## src/rtl/xcpr_pkg.sv

```systemverilog
// Package for the XMODEM-CRC packet receiver.
// Holds the frame constants, the result and register codes and the sequencer states.
// It has no dependencies.
package xcpr_pkg;

  localparam int unsigned PAYLOAD_BYTES  = 128;
  localparam int unsigned MAX_PACKETS    = 4096;
  localparam int unsigned WORDS          = PAYLOAD_BYTES / 8;
  localparam int unsigned WORD_IDX_W     = $clog2(WORDS);
  localparam int unsigned DATA_FRAME_LEN = PAYLOAD_BYTES + 5;
  localparam int unsigned COUNT_W        = 13;
  localparam int unsigned TOTAL_W        = 20;

  localparam logic [15:0] CRC_POLY = 16'h1021;
  localparam logic [7:0]  SOH      = 8'h01;
  localparam logic [7:0]  EOT      = 8'h04;

  // Result kinds.
  localparam logic [1:0] RK_WRITE = 2'd0;
  localparam logic [1:0] RK_REPLY = 2'd1;
  localparam logic [1:0] RK_DONE  = 2'd2;

  // Configuration register indexes.
  localparam logic [1:0] CFG_DEST_EXTERNAL  = 2'd0;
  localparam logic [1:0] CFG_INTERNAL_BASE  = 2'd1;
  localparam logic [1:0] CFG_EXTERNAL_BLOCK = 2'd2;

  typedef enum logic [2:0] {
    S_IDLE,
    S_CRC,
    S_RD,
    S_WORD,
    S_ACK,
    S_NAK,
    S_EOT_ACK,
    S_DONE
  } state_t;

endpackage

```

## src/rtl/xmodem_crc_packet_receiver.sv

```systemverilog
// Top level of the XMODEM-CRC packet receiver: frame tracking, bit-serial CRC,
// payload buffer, flash write drain and ACK/NAK replies.
// Depends on xcpr_pkg.

// A received byte is taken while the sequencer is idle, except that a payload byte
// (frame positions 3 to 130) keeps the input stalled while the single CRC
// shift-and-xor unit steps through its bits. Start items and the other bytes are
// taken without that stall. A good packet then drains its 16 write words from the
// 16 x 64 payload buffer, each by a buffer read and then an output load, followed
// by the ACK, before the input is free again; the end-of-transfer frame yields an
// ACK and then a done result. Results sit in an output register, so a new item is
// taken while the last result still waits for its transfer. No clearing pass is
// needed after reset.
module xmodem_crc_packet_receiver (
  input  logic        clk,
  input  logic        rst,
  // Configuration
  input  logic        cfg_write,
  input  logic [1:0]  cfg_index,
  input  logic [31:0] cfg_data,
  // Input items
  input  logic        item_valid,
  output logic        item_ready,
  input  logic        kind,
  input  logic [7:0]  rx_byte,
  input  logic        frame_end,
  // Results
  output logic        result_valid,
  input  logic        result_ready,
  output logic [1:0]  result_kind,
  output logic        reply_nak,
  output logic [31:0] write_address,
  output logic [63:0] write_data,
  output logic [19:0] total_bytes,
  output logic        last
);
  import xcpr_pkg::*;

  localparam logic [7:0] PAY_START = 8'd3;
  localparam logic [7:0] PAY_END   = 8'(PAYLOAD_BYTES + 3);
  localparam logic [7:0] RCV_LO    = 8'(PAYLOAD_BYTES + 4);
  localparam logic [7:0] DATA_LEN  = 8'(DATA_FRAME_LEN);
  localparam logic [WORD_IDX_W-1:0] LAST_WORD = WORD_IDX_W'(WORDS - 1);

  // Configuration registers
  logic        dest_external;
  logic [31:0] internal_base_address;
  logic [6:0]  external_block;

  // Frame and session state
  state_t               state, state_next;
  logic                 session_active;
  logic [7:0]           frame_length;
  logic [7:0]           first_byte;
  logic [15:0]          running_crc;
  logic [15:0]          received_crc;
  logic [COUNT_W-1:0]   packet_count;
  logic [2:0]           bit_cnt;
  logic [63:0]          word_buf;
  logic [WORD_IDX_W-1:0] word_idx;
  logic [31:0]          addr;
  logic [63:0]          rd_data;
  logic [63:0]          pkt_mem [WORDS];

  // Decode of the byte on offer
  logic        item_fire;
  logic        out_free;
  logic        out_load;
  logic        is_byte;
  logic        is_payload;
  logic [7:0]  pay_off;
  logic [7:0]  len_new;
  logic [7:0]  fb;
  logic        crc_ok;
  logic        room;
  logic        is_data;
  logic        is_eot;
  logic        good_pkt;
  logic [31:0] dest_base;

  // Output register next values
  logic [1:0]  rk_next;
  logic        nak_next;
  logic [31:0] addr_next;
  logic [63:0] data_next;
  logic [19:0] total_next;
  logic        last_next;

  assign item_fire  = item_valid && item_ready;
  assign out_free   = !result_valid || result_ready;
  assign is_byte    = item_fire && !kind;
  assign is_payload = (frame_length >= PAY_START) && (frame_length < PAY_END);
  assign pay_off    = frame_length - PAY_START;
  assign len_new    = (frame_length == 8'hFF) ? 8'hFF : frame_length + 8'd1;
  assign fb         = (frame_length == 8'd0) ? rx_byte : first_byte;
  // The low CRC byte arrives with the last byte of a data frame itself.
  assign crc_ok     = running_crc == {received_crc[15:8], rx_byte};
  assign room       = packet_count < COUNT_W'(MAX_PACKETS);
  assign is_data    = (len_new == DATA_LEN) && (fb == SOH);
  assign is_eot     = (len_new == 8'd1) && (fb == EOT);
  assign good_pkt   = is_data && crc_ok && room;
  assign dest_base  = dest_external ? {9'd0, external_block, 16'd0} : internal_base_address;

  // Next state
  always_comb begin
    state_next = state;
    unique case (state)
      S_IDLE: begin
        if (is_byte) begin
          if (is_payload) begin
            state_next = S_CRC;
          end else if (frame_end && session_active) begin
            if (is_data) begin
              state_next = good_pkt ? S_RD : S_NAK;
            end else if (is_eot) begin
              state_next = S_EOT_ACK;
            end
          end
        end
      end
      S_CRC: begin
        if (bit_cnt == 3'd7) begin
          state_next = S_IDLE;
        end
      end
      S_RD: state_next = S_WORD;
      S_WORD: begin
        if (out_free) begin
          state_next = (word_idx == LAST_WORD) ? S_ACK : S_RD;
        end
      end
      S_ACK, S_NAK, S_DONE: begin
        if (out_free) begin
          state_next = S_IDLE;
        end
      end
      S_EOT_ACK: begin
        if (out_free) begin
          state_next = S_DONE;
        end
      end
      default: state_next = S_IDLE;
    endcase
  end

  // Sequencer outputs
  always_comb begin
    item_ready = 1'b0;
    out_load   = 1'b0;
    rk_next    = RK_REPLY;
    nak_next   = 1'b0;
    addr_next  = 32'd0;
    data_next  = 64'd0;
    total_next = 20'd0;
    last_next  = 1'b0;
    unique case (state)
      S_IDLE: item_ready = 1'b1;
      S_CRC, S_RD: begin
      end
      S_WORD: begin
        out_load  = out_free;
        rk_next   = RK_WRITE;
        addr_next = addr;
        data_next = rd_data;
      end
      S_ACK: begin
        out_load  = out_free;
        last_next = 1'b1;
      end
      S_NAK: begin
        out_load  = out_free;
        nak_next  = 1'b1;
        last_next = 1'b1;
      end
      S_EOT_ACK: out_load = out_free;
      S_DONE: begin
        out_load   = out_free;
        rk_next    = RK_DONE;
        total_next = TOTAL_W'({packet_count, 7'd0});
        last_next  = 1'b1;
      end
      default: begin
      end
    endcase
  end

  // Configuration registers
  always_ff @(posedge clk) begin
    if (rst) begin
      dest_external         <= 1'b0;
      internal_base_address <= 32'd0;
      external_block        <= 7'd0;
    end else if (cfg_write) begin
      unique case (cfg_index)
        CFG_DEST_EXTERNAL:  dest_external         <= cfg_data[0];
        CFG_INTERNAL_BASE:  internal_base_address <= cfg_data;
        CFG_EXTERNAL_BLOCK: external_block        <= cfg_data[6:0];
        default: begin
        end
      endcase
    end
  end

  // Control and frame state
  always_ff @(posedge clk) begin
    if (rst) begin
      state          <= S_IDLE;
      session_active <= 1'b0;
      frame_length   <= 8'd0;
      first_byte     <= 8'd0;
      running_crc    <= 16'd0;
      received_crc   <= 16'd0;
      packet_count   <= '0;
      bit_cnt        <= 3'd0;
      word_idx       <= '0;
      result_valid   <= 1'b0;
    end else begin
      state <= state_next;

      if (out_load) begin
        result_valid <= 1'b1;
      end else if (result_ready) begin
        result_valid <= 1'b0;
      end

      if (item_fire && kind) begin
        session_active <= 1'b1;
        packet_count   <= '0;
        frame_length   <= 8'd0;
      end else if (is_byte) begin
        frame_length <= frame_end ? 8'd0 : len_new;
        if (frame_length == 8'd0) begin
          first_byte   <= rx_byte;
          running_crc  <= 16'd0;
          received_crc <= 16'd0;
        end
        if (is_payload) begin
          running_crc <= running_crc ^ {rx_byte, 8'd0};
          bit_cnt     <= 3'd0;
        end else if (frame_length == PAY_END) begin
          received_crc[15:8] <= rx_byte;
        end else if (frame_length == RCV_LO) begin
          received_crc[7:0] <= rx_byte;
        end
        if (frame_end && session_active) begin
          if (good_pkt) begin
            packet_count <= packet_count + 1'b1;
            word_idx     <= '0;
          end else if (is_eot) begin
            session_active <= 1'b0;
          end
        end
      end

      // Shared CRC unit: one polynomial step per cycle.
      if (state == S_CRC) begin
        running_crc <= running_crc[15] ? ({running_crc[14:0], 1'b0} ^ CRC_POLY)
                                       : {running_crc[14:0], 1'b0};
        bit_cnt     <= bit_cnt + 3'd1;
      end

      if (state == S_WORD && out_load) begin
        word_idx <= word_idx + 1'b1;
      end
    end
  end

  // Address of the current write word; the packet offset uses the old count.
  always_ff @(posedge clk) begin
    if (is_byte && frame_end && good_pkt) begin
      addr <= dest_base + {12'd0, packet_count, 7'd0};
    end else if (state == S_WORD && out_load) begin
      addr <= addr + 32'd8;
    end
  end

  // Payload bytes are gathered into a word and written once the word is full.
  always_ff @(posedge clk) begin
    if (is_byte && is_payload) begin
      word_buf <= {rx_byte, word_buf[63:8]};
      if (pay_off[2:0] == 3'd7) begin
        pkt_mem[pay_off[WORD_IDX_W+2:3]] <= {rx_byte, word_buf[63:8]};
      end
    end
    if (state == S_RD) begin
      rd_data <= pkt_mem[word_idx];
    end
  end

  // Output register
  always_ff @(posedge clk) begin
    if (out_load) begin
      result_kind   <= rk_next;
      reply_nak     <= nak_next;
      write_address <= addr_next;
      write_data    <= data_next;
      total_bytes   <= total_next;
      last          <= last_next;
    end
  end

  // Checks
  a_start_clears: assert property (@(posedge clk) disable iff (rst)
    item_fire && kind |=> session_active && packet_count == '0)
    else $error("start transfer did not open the session");

  a_count_limit: assert property (@(posedge clk) disable iff (rst)
    packet_count <= COUNT_W'(MAX_PACKETS))
    else $error("packet count beyond its limit");

  a_write_not_last: assert property (@(posedge clk) disable iff (rst)
    result_valid && result_kind == RK_WRITE |-> !last)
    else $error("write word marked as last result");

  a_crc_bounded: assert property (@(posedge clk) disable iff (rst)
    state == S_CRC && bit_cnt == 3'd7 |=> state == S_IDLE)
    else $error("CRC sequence overran eight steps");

  a_load_free: assert property (@(posedge clk) disable iff (rst)
    out_load |-> !result_valid || result_ready)
    else $error("result register overwritten before its transfer");

endmodule

```

## config.mk

```make
export PLATFORM = sky130hd
export DESIGN_NAME = xmodem_crc_packet_receiver
export DESIGN_NICKNAME = d
export VERILOG_FILES = /design/src/rtl/xcpr_pkg.sv /design/src/rtl/xmodem_crc_packet_receiver.sv
export SDC_FILE = /design/constraint.sdc
export NUM_CORES = 1
export LEC_CHECK = 0
export BUFFER_PORTS_ARGS = -buffer_cell sky130_fd_sc_hd__buf_2
export CAP_MARGIN = 25
export CORE_MARGIN = 2
export CORE_UTILIZATION = 50
export DETAILED_ROUTE_END_ITERATION = 7
export GPL_ROUTABILITY_DRIVEN = 0
export PLACE_DENSITY = 0.66
export SLEW_MARGIN = 20
export SYNTH_ARGS = -nofsm -noshare
export SYNTH_HDL_FRONTEND = slang
export SYNTH_SLANG_ARGS = --single-unit
```

## constraint.sdc

```tcl
create_clock -name clk -period 12.1 [get_ports clk]
set_input_delay 1.21 -clock clk [delete_from_list [all_inputs] [get_ports clk]]
set_output_delay 1.21 -clock clk [all_outputs]
set_load 0.01 [all_outputs]
```

# Yosys cells after proc, flatten, opt, wreduce, memory -nomap -nowiden

Memories as Yosys holds them, arrays and structs flattened. A register that Yosys moved wholly into a read port is not among the register bits.
Index checks and enable logic that the tools add are counted.

Register bits after elaboration: 329
Memory bits (writable): 1024
Bits of input ports: 49
Output and inout port bits: 122
Word-level logic and storage cells: 162
Memories: 1

Add/subtract/negate cells: 7
Magnitude comparators: 3
Equal/unequal tests: 30
Mux-type cells: 53
Bitwise gates (word level): 3
Reduce and logical (&&, ||, !) cells: 43

Memory list:

| name    | depth | bits a word | rd ports | clocked after Yosys merged registers in | wr ports | line                             | RTL |
|---|---|---|---|---|---|---|---|
| pkt_mem | 16    | 64          | 1        | 1                                       | 1        | xmodem_crc_packet_receiver.sv:63 | `logic [63:0] pkt_mem [WORDS];` |

Operators by type and width:

| cell                                                                                | number |
|---|---|
| 16-bit 2-to-1 mux                                                                   | 7 |
| 32-bit 2-to-1 mux                                                                   | 3 |
| 8-bit 2-to-1 mux                                                                    | 6 |
| 3-bit 2-to-1 mux                                                                    | 15 |
| 32-bit by 20-bit adder with 32-bit output                                           | 1 |
| 32-bit by 4-bit adder with 32-bit output, second input constant                     | 1 |
| 8-bit equality test, second input constant                                          | 4 |
| 4-bit 2-to-1 mux                                                                    | 5 |
| 2-bit nonzero test                                                                  | 10 |
| 3-bit equality test, second input constant                                          | 6 |
| 3-bit case mux with 6 select lines                                                  | 1 |
| 16-bit equality test                                                                | 1 |
| 8-bit by 1-bit equality test with 1-bit output, second input constant               | 2 |
| 16-bit bitwise XOR                                                                  | 1 |
| 1-bit 2-to-1 mux                                                                    | 14 |
| 13-bit by 1-bit adder with 13-bit output, second input constant                     | 1 |
| 1-bit logical AND                                                                   | 13 |
| 13-bit less-than comparator, second input constant                                  | 1 |
| 13-bit 2-to-1 mux                                                                   | 1 |
| 3-bit AND reduction                                                                 | 3 |
| 8-bit by 1-bit adder with 8-bit output, second input constant                       | 1 |
| 8-bit by 3-bit equality test with 1-bit output, second input constant               | 1 |
| 8-bit by 2-bit greater-or-equal comparator with 1-bit output, second input constant | 1 |
| 8-bit zero test                                                                     | 1 |
| 27 further kinds                                                                    | 39 |

# Depth between registers and ports, before layout

Gate-level depths: netlist (run 1).

Depth after elaboration: 12
Gate-level depth with buffers: 12
Gate-level depth less buffers: 10

# Least setup slack after synthesis (run 1)

OpenSTA, ideal clock, no wires.

Path kind: input to register
Start point: in result_ready
End point: reg last, enable pin
Setup time: 0.586 ns
Arrival: 5.977 ns
Data required time: 11.514 ns
Setup slack: 5.537 ns
Cell stages on the path: 2
Buffers on the path: 0
Cell sequence: nor2b_1 nor2_1

Longest elaborated chain between the ends: 2

Ends and longest elaborated chain:

| element              | line                              | RTL |
|---|---|---|
| from (decl)          | xmodem_crc_packet_receiver.sv:29  | `input logic result_ready,` |
| 1-bit logical OR     | xmodem_crc_packet_receiver.sv:90  | `assign out_free = !result_valid \|\| result_ready;` |
| 1-bit 2-to-1 mux     | xmodem_crc_packet_receiver.sv:156 | `unique case (state)` |
| via out_load         | xmodem_crc_packet_receiver.sv:68  | `logic out_load;` |
| to (signal assigned) | xmodem_crc_packet_receiver.sv:298 | `last <= last_next;` |
| to (decl)            | xmodem_crc_packet_receiver.sv:35  | `output logic last` |

The timed path passes the listed nets, and every way through them passes these cells.
A chain may end at the register's enable or synchronous reset.

# Worst setup path in the final report (run 1)

Start point: reg state[2]
End point: mem pkt_mem[13][16], enable pin

Longest elaborated chain between the ends: 7

Ends and longest elaborated chain:

| element                                | line                              | RTL |
|---|---|---|
| from (decl)                            | xmodem_crc_packet_receiver.sv:51  | `state_t state, state_next;` |
| from (signal assigned)                 | xmodem_crc_packet_receiver.sv:218 | `state <= state_next;` |
| 3-bit zero test                        | xmodem_crc_packet_receiver.sv:156 |  |
| 1-bit 2-to-1 mux                       | xmodem_crc_packet_receiver.sv:156 |  |
| 1-bit logical AND                      | xmodem_crc_packet_receiver.sv:89  | `assign item_fire = item_valid && item_ready;` |
| 1-bit logical AND                      | xmodem_crc_packet_receiver.sv:91  | `assign is_byte = item_fire && !kind;` |
| 1-bit logical AND                      | xmodem_crc_packet_receiver.sv:279 | `if (is_byte && is_payload) begin` |
| 1-bit 2-to-1 mux                       | xmodem_crc_packet_receiver.sv:279 |  |
| 1-bit 2-to-1 mux (implied by the code) | xmodem_crc_packet_receiver.sv:282 | `pkt_mem[pay_off[WORD_IDX_W+2:3]] <= {rx_byte, word_buf[63:8]};` |
| to (decl)                              | xmodem_crc_packet_receiver.sv:63  |  |

Every way passes these cells.

==> results.json, run 1 <==
{
  "outcome": "complete, no violations",
  "worstSkewPairLatency_ps": 750,
  "hold_viol": 0,
  "relSlewSlack_pct": 27.4,
  "power.density_nw_per_um2": 179,
  "netlist_area_um2": 53900,
  "cts_buffer_depth": 3,
  "ff_latch_area_um2": 40800,
  "cts.repair.resized": 0,
  "cap_violations": 0,
  "placementRows": 120,
  "worstHoldPathType": "register to register",
  "dp_hpwl_um": 66100,
  "cp.arrival_ps": 5360,
  "ys.warnings.count": 0,
  "multi_input_area_um2": 12600,
  "detail-route-antenna-nets": 0,
  "syn-instance-count": 2752,
  "peakVddDrop_v": 0.000131,
  "fin_skew_ps": 30.3,
  "path_cells": "nor3_2, and3b_1, nand3_1, nor3_1, nand2b_1, nor2_4, buf_4",
  "cp_top_family": "simple AND/OR/NAND/NOR gates",
  "cts_tree": "yes",
  "htree_levels": 4,
  "cp-start-kind": "register",
  "synth-compound-area-share_pct": 2.42,
  "critPathKind": "register to register",
  "drive_above_1_share_pct": 25.1,
  "worst_path_max_delay_cell": "nor2_4",
  "reg2reg_depth": 7,
  "timing.fmax_ghz": 0.199,
  "instances_no_fill": 4487,
  "finalSetupViolCount": 0,
  "die_height_um": 332,
  "min_period_over_period_pct": 41.5,
  "grt_first_pass_wirelength_um": 176000,
  "vias": 26879,
  "drtIter0Drc": 2914,
  "dieWidth_um": 332,
  "synth-simple-area-share_pct": 5.14,
  "syn_to_final_growth_pct": 13.4,
  "rsz0062_at_grt": "false",
  "ys_seq_area_share_pct": 75.7,
  "critPathMaxStageDelay_ps": 870,
  "cp.buffers_inverters": 1,
  "firstDrtPassIters": 8,
  "hold_ws_ps": 458,
  "root_buffer": "clkbuf_16",
  "antenna_found_initial": 2,
  "required_ps": 12450,
  "num_io_pins": 171,
  "dpl_cell_area_um2": 56500,
  "min_path_cells": 2,
  "synth_edf_count": 1289,
  "routed_via_density": 5.99,
  "worstMarginPinSlew_ps": 1090,
  "grt_max_degree": 89,
  "min_period_ps": 5020,
  "nFillCells": 7791,
  "place_inst": 4224,
  "setup_tns_ps": 0,
  "ys_async_sr_fraction_pct": 0,
  "routed_wl_um": 118000,
  "final_cell_area_um2": 61200,
  "yosys.area_share.adder_pct": 0.524,
  "synthFlopType": "edfxtp_1",
  "p_leak_nw": 19.3,
  "endpoint_kind": "register",
  "numClockSinks": 1394,
  "track_usage_pct": 21.5,
  "fin_nets": 3042,
  "holdBufCountCts": 0,
  "ys_ff_latch": 1394,
  "routedWlPerCell_um": 26.3,
  "cts_setup_buffers": 0,
  "clk_pin_slew_ps": 50,
  "crit_cells": 7,
  "synth_top_family_by_area": "multiplexers",
  "overflow": 0,
  "synthXorXnorAreaFrac_pct": 1.12,
  "synthMuxAreaShare_pct": 13.8,
  "core_area_um2": 107000,
  "ys_types": 63,
  "synth.avg_cell_area_um2": 19.6,
  "port_buffers": 163,
  "critPathMaxFanout": 40,
  "grt_pass1_vias": 27464,
  "drc": 0,
  "dieArea_um2": 111000,
  "initial_core_util_pct": 50.4,
  "maxSlewViolCount": 0,
  "cts_buffers": 143,
  "totalPowerFinal_mw": 10.9
}
-- worst register-to-register path: cells and delay by family (launching register included) --
family	cells	cell delay, ps
DFF	1	460
and+or+nand+nor	6	3330
buffers and inverters	1	830
-- placed cells by master (no fill, tap or decap), types with 23 or more instances in the layout --
cell and count:
edfxtp_1 1289, mux4_2 320, buf_2 163, clkbuf_16 148
nand2_1 138, and2_1 112, dfxtp_1 101, a21oi_1 93
nor2_1 73, nand3_1 55, buf_4 48, clkbuf_1 38
xor2_1 37, o21ai_0 35, xnor2_1 32, clkinv_1 32
inv_1 23
-- report_power, final --
part,switching (mW),internal [mW]
registers,0.103,5.52
logic,0.655,0.428
clock network,1.80,2.43
total,2.56,8.38
-- stage by stage --
step                util (%)  worst slack, ps
global placement        52.7             6810
global route            57.1             6840
detailed placement      52.8             6830
CTS                     57.0             7130
finish                  57.1             7080
floorplan                  -             5540
-- cells by family after synthesis --
kind of cell / after synthesis
DFF: 1394
xor gates and xnor gates: 69
and+or+nand+nor: 535
adders and majority gates: 22
AOI/OAI and AO/OA: 213
buffers and inverters: 175
muxes: 343
other: 1
-- worst paths after layout --
| path | from | to | slack [ps] |
|---|---|---|---|
| max | state[2]$_SDFFE_PP0P_ | pkt_mem[13][16]$_DFFE_PP_ | 7080 |
| min | internal_base_address[14]$_SDFFE_PP0P_ | internal_base_address[14]$_SDFFE_PP0P_ | 460 |
| max reg2reg | state[2]$_SDFFE_PP0P_ | pkt_mem[13][16]$_DFFE_PP_ | 7080 |
| min reg2reg | internal_base_address[14]$_SDFFE_PP0P_ | internal_base_address[14]$_SDFFE_PP0P_ | 460 |
-- final cells by class --
class	count	share of cell area, %
sequential	1394	66.8
multi-input combinational	1189	20.6
clock buffer	188	6.33
tap	1403	2.87
timing repair buffer	219	2.25
clock inverter	69	1.02
inverter	24	0.147
antenna	1	0.00409
-- flip-flops by register name (all words and copies together), names as in the netlist, 3 cells and up --
name,cells
external_block,7
internal_base_address,32
word_idx,4
total_bytes,13
write_address,32
write_data,64
state,3
received_crc,8
bit_cnt,3
first_byte,8
addr,32
rd_data,64
packet_count,13
word_buf,56
pkt_mem,1024
frame_length,8
running_crc,16
-- metal layers --
layer	part of all wire [%]	track usage, %	up-vias	routed length (um)
li1	-	-	11538	-
met1	41	29.7	14037	48600
met2	49	35.3	1113	58300
met3	7.0	4.00	189	8230
met4	2.3	6.10	2	2700
met5	0.0093	0	-	11
-- synthesized netlist by cell type, types with 13 or more instances --
library cell,number,area share [%]
buf_1,32,0.22
dfxtp_1,105,3.9
nand3_1,55,0.51
nand2b_1,16,0.19
nor4_1,13,0.15
nor2_1,92,0.64
nand4_1,16,0.19
a22oi_1,16,0.22
inv_1,24,0.17
xor2_1,37,0.60
clkbuf_1,108,0.75
o21ai_0,35,0.32
xnor2_1,32,0.52
mux2i_1,15,0.28
nor3_1,21,0.19
mux4_2,320,13
nand2_1,139,0.97
a31oi_1,14,0.16
edfxtp_1,1289,72
and2_1,112,1.3
ha_1,21,0.49
a21oi_1,93,0.86
(Power assumes the default switching activity.)
==> inputs of run 2 (changes only) <==
--- a/config.mk
+++ b/config.mk
@@ -5,6 +5,7 @@
 export SDC_FILE = /design/constraint.sdc
 export NUM_CORES = 1
 export LEC_CHECK = 0
+export ABC_AREA = 1
 export BUFFER_PORTS_ARGS = -buffer_cell sky130_fd_sc_hd__buf_2
 export CAP_MARGIN = 25
 export CORE_MARGIN = 2
==> constraint.sdc (replaced) <==
create_clock -name clk -period 5.2 [get_ports clk]
set_input_delay 0.52 -clock clk [delete_from_list [all_inputs] [get_ports clk]]
set_output_delay 0.52 -clock clk [all_outputs]
set_load 0.01 [all_outputs]
==> run 2 against run 1 <==
Effect of this change:
- utilization fell by 0.14 points
- power rose by 130%
- final area rose by 4.8%
- sequential cell count did not move
- combinational power rose by 120%
- worst setup slack got worse by 5400 ps
- register-to-register slack got worse by 5400 ps
- global-route usage rose by 0.93 points
- worst hold slack got worse by 390 ps
- sequential power rose by 130%
- routed wire length rose by 11%
- largest cell class unchanged
- highest routed layer is now met4
==> results.json, run 2 <==
{
  "synth_edf_count": 1289,
  "cts_setup_buffers": 0,
  "fin_nets": 4607,
  "syn-instance-count": 4375,
  "numClockSinks": 1394,
  "nFillCells": 8881,
  "yosysTopAreaCell": "edfxtp_1",
  "hold_viol": 0,
  "port_buffers": 163,
  "critPathMaxFanout": 27,
  "final_cell_mix": "1289 x edfxtp_1, 478 x inv_1, 425 x o21ai_0",
  "cp.arrival_ps": 3920,
  "drc": 0,
  "htree_levels": 4,
  "initial_core_util_pct": 50.4,
  "ys_top_cells_by_count": "1289 x edfxtp_1, 481 x inv_1, 425 x o21ai_0",
  "rsz0062_at_grt": "false",
  "fin_skew_ps": 31.3,
  "outcome": "complete, no violations",
  "cts_tree": "yes",
  "vias": 33960,
  "min_period_over_period_pct": 66.9,
  "placementRows": 123,
  "hold_ws_ps": 64.9,
  "cts.repair.resized": 0,
  "synth.avg_cell_area_um2": 12.9,
  "postLayoutCoreUtil_pct": 57.0,
  "ys_seq_area_share_pct": 72.0,
  "required_ps": 5640,
  "relSlewSlack_pct": 29.8,
  "critPathMaxStageDelay_ps": 900,
  "ys.warnings.count": 0,
  "worst_path_max_delay_cell": "nor2_4",
  "timing.fmax_ghz": 0.287,
  "min_period_ps": 3480,
  "firstDrtPassIters": 7,
  "synthFlopType": "edfxtp_1",
  "netlist_area_um2": 56700,
  "routedWlPerCell_um": 21.3,
  "endpoint_kind": "register",
  "dpl_cell_area_um2": 59300,
  "routed_via_density": 5.52,
  "routed_wl_um": 131000,
  "synthTopCellsByArea": "edfxtp_1 68%, mux2i_1 4.5%, o21ai_0 3.8%, dfxtp_1 3.7%, o211ai_1 3.4%",
  "drtIter0Drc": 3263,
  "worstHoldPathType": "input port to register",
  "track_usage_pct": 22.4,
  "critPathKind": "register to register",
  "yosysMostFrequentCell": "edfxtp_1",
  "path_cells": "ha_1, inv_1, nand3_1, nor2_1, inv_1, nand2_1, nand2_1, nor2_4, nand3_1, nand3b_1, nor2_4, buf_4",
  "final_common_cell": "edfxtp_1",
  "p_leak_nw": 22.0,
  "worstSkewPairLatency_ps": 750,
  "clk_pin_slew_ps": 60,
  "num_io_pins": 171,
  "worstMarginPinSlew_ps": 1050,
  "grt_max_degree": 142,
  "dieArea_um2": 116000,
  "cp-start-kind": "register",
  "final_cell_area_um2": 64100,
  "cap_violations": 0,
  "drive_above_1_share_pct": 11.0,
  "grt_pass1_vias": 33065,
  "die_height_um": 341,
  "dieWidth_um": 341,
  "root_buffer": "clkbuf_16",
  "dp_hpwl_um": 72000,
  "antenna_found_initial": 2,
  "ys_types": 48,
  "largest_reg_flops": 1024,
  "power.density_nw_per_um2": 398,
  "ys_async_sr_fraction_pct": 0,
  "overflow": 0,
  "syn_to_final_growth_pct": 13.1,
  "ys_ff_latch": 1394,
  "detail-route-antenna-nets": 0,
  "peakVddDrop_v": 0.000311,
  "grt_first_pass_wirelength_um": 198000,
  "cts_buffers": 145,
  "core_area_um2": 112000,
  "synth_top_area_share_pct": 68.3,
  "cts_buffer_depth": 3,
  "finalSetupViolCount": 0,
  "maxSlewViolCount": 0
}
-- run 2: cell types whose count changed in the layout (fill, tap and decap cells not counted), sizes merged, moves of 16 or more --
cell    delta
mux4     -320
o211ai   +253
and2     -112
o21ai    +395
buf       +16
a21oi    +252
mux2i    +241
nand3     +68
nand2b    -16
nand2    +226
inv      +469
nor2     +211
-- run 2: metal layers --
| metal | GRT usage, % | vias up | wire length (um) |
|---|---|---|---|
| met2 | 37.3 | 1055 | 63900 |
| met5 | 0 | - | 0 |
| li1 | - | 16032 | - |
| met4 | 7.48 | 0 | 3420 |
| met1 | 30.4 | 16673 | 56400 |
| met3 | 3.27 | 200 | 7360 |
-- run 2: cells by family after synthesis --
group / Yosys count / synth area share (%)
other: 1 / 0.00662
flip-flops: 1394 / 72.0
XOR/XNOR: 66 / 1.02
AND/OR/NAND/NOR: 853 / 6.38
adder cells (fa/ha/maj): 22 / 0.499
multiplexers: 256 / 4.52
AO/OA/AOI/OAI: 1055 / 10.6
buffers and inverters: 728 / 4.99
-- run 2: worst paths after layout --
| kind | startpoint | endpoint | slack, ps | cells after the start |
|---|---|---|---|---|
| worst max-delay path | frame_length[0]$_SDFFE_PP0P_ | pkt_mem[11][26]$_DFFE_PP_ | 1720 | 12 |
| worst min-delay path | cfg_data[5] | external_block[5]$_SDFFE_PP0P_ | 60 | 3 |
| worst max register to register | frame_length[0]$_SDFFE_PP0P_ | pkt_mem[11][26]$_DFFE_PP_ | 1720 | 12 |
| worst min register to register | internal_base_address[0]$_SDFFE_PP0P_ | internal_base_address[0]$_SDFFE_PP0P_ | 450 | 2 |
-- run 2: area by class of cell --
type	count	area, um^2	share of cell area (%)
Tap cell	1500	1880	2.93
Multi-Input combinational cell	2259	13200	20.6
Clock inverter	86	842	1.31
Inverter	490	1860	2.90
Clock buffer	177	3810	5.95
Antenna cell	1	2.50	0.00390
Timing Repair Buffer	246	1710	2.67
Sequential cell	1394	40800	63.7
-- run 2: power by group --
part	internal, mW	leakage [nW]	total (mW)	switching, mW
Clock	5.89	2.27	10.2	4.27
Combinational	0.809	7.27	2.34	1.53
Sequential	12.8	12.5	13.0	0.233
-- run 2: per-stage QoR --
stage               power, mW  TNS [ps]  instances  setup slack (ps)
finish                   25.5         0       6153              1720
global route             26.4         0       6152              1470
CTS                      25.7         0       6150              1640
detailed placement       15.6         0       5876              1660
global placement         15.6         0       5876              1680
floorplan                14.8    -51740       4381             -65.2
-- run 2: what timing repair did --
action                                  CTS  global route
endpoints found under the setup margin    0             0
hold buffers                             11             0
hold endpoints to repair                 11             0
-- run 2: worst max-delay path, delay by kind of cell, from the launching register on --
kind / cells / cell delay, ps
simple gates: 8 / 2020
buf+inv: 3 / 510
flops: 1 / 370
fa+ha+maj: 1 / 260
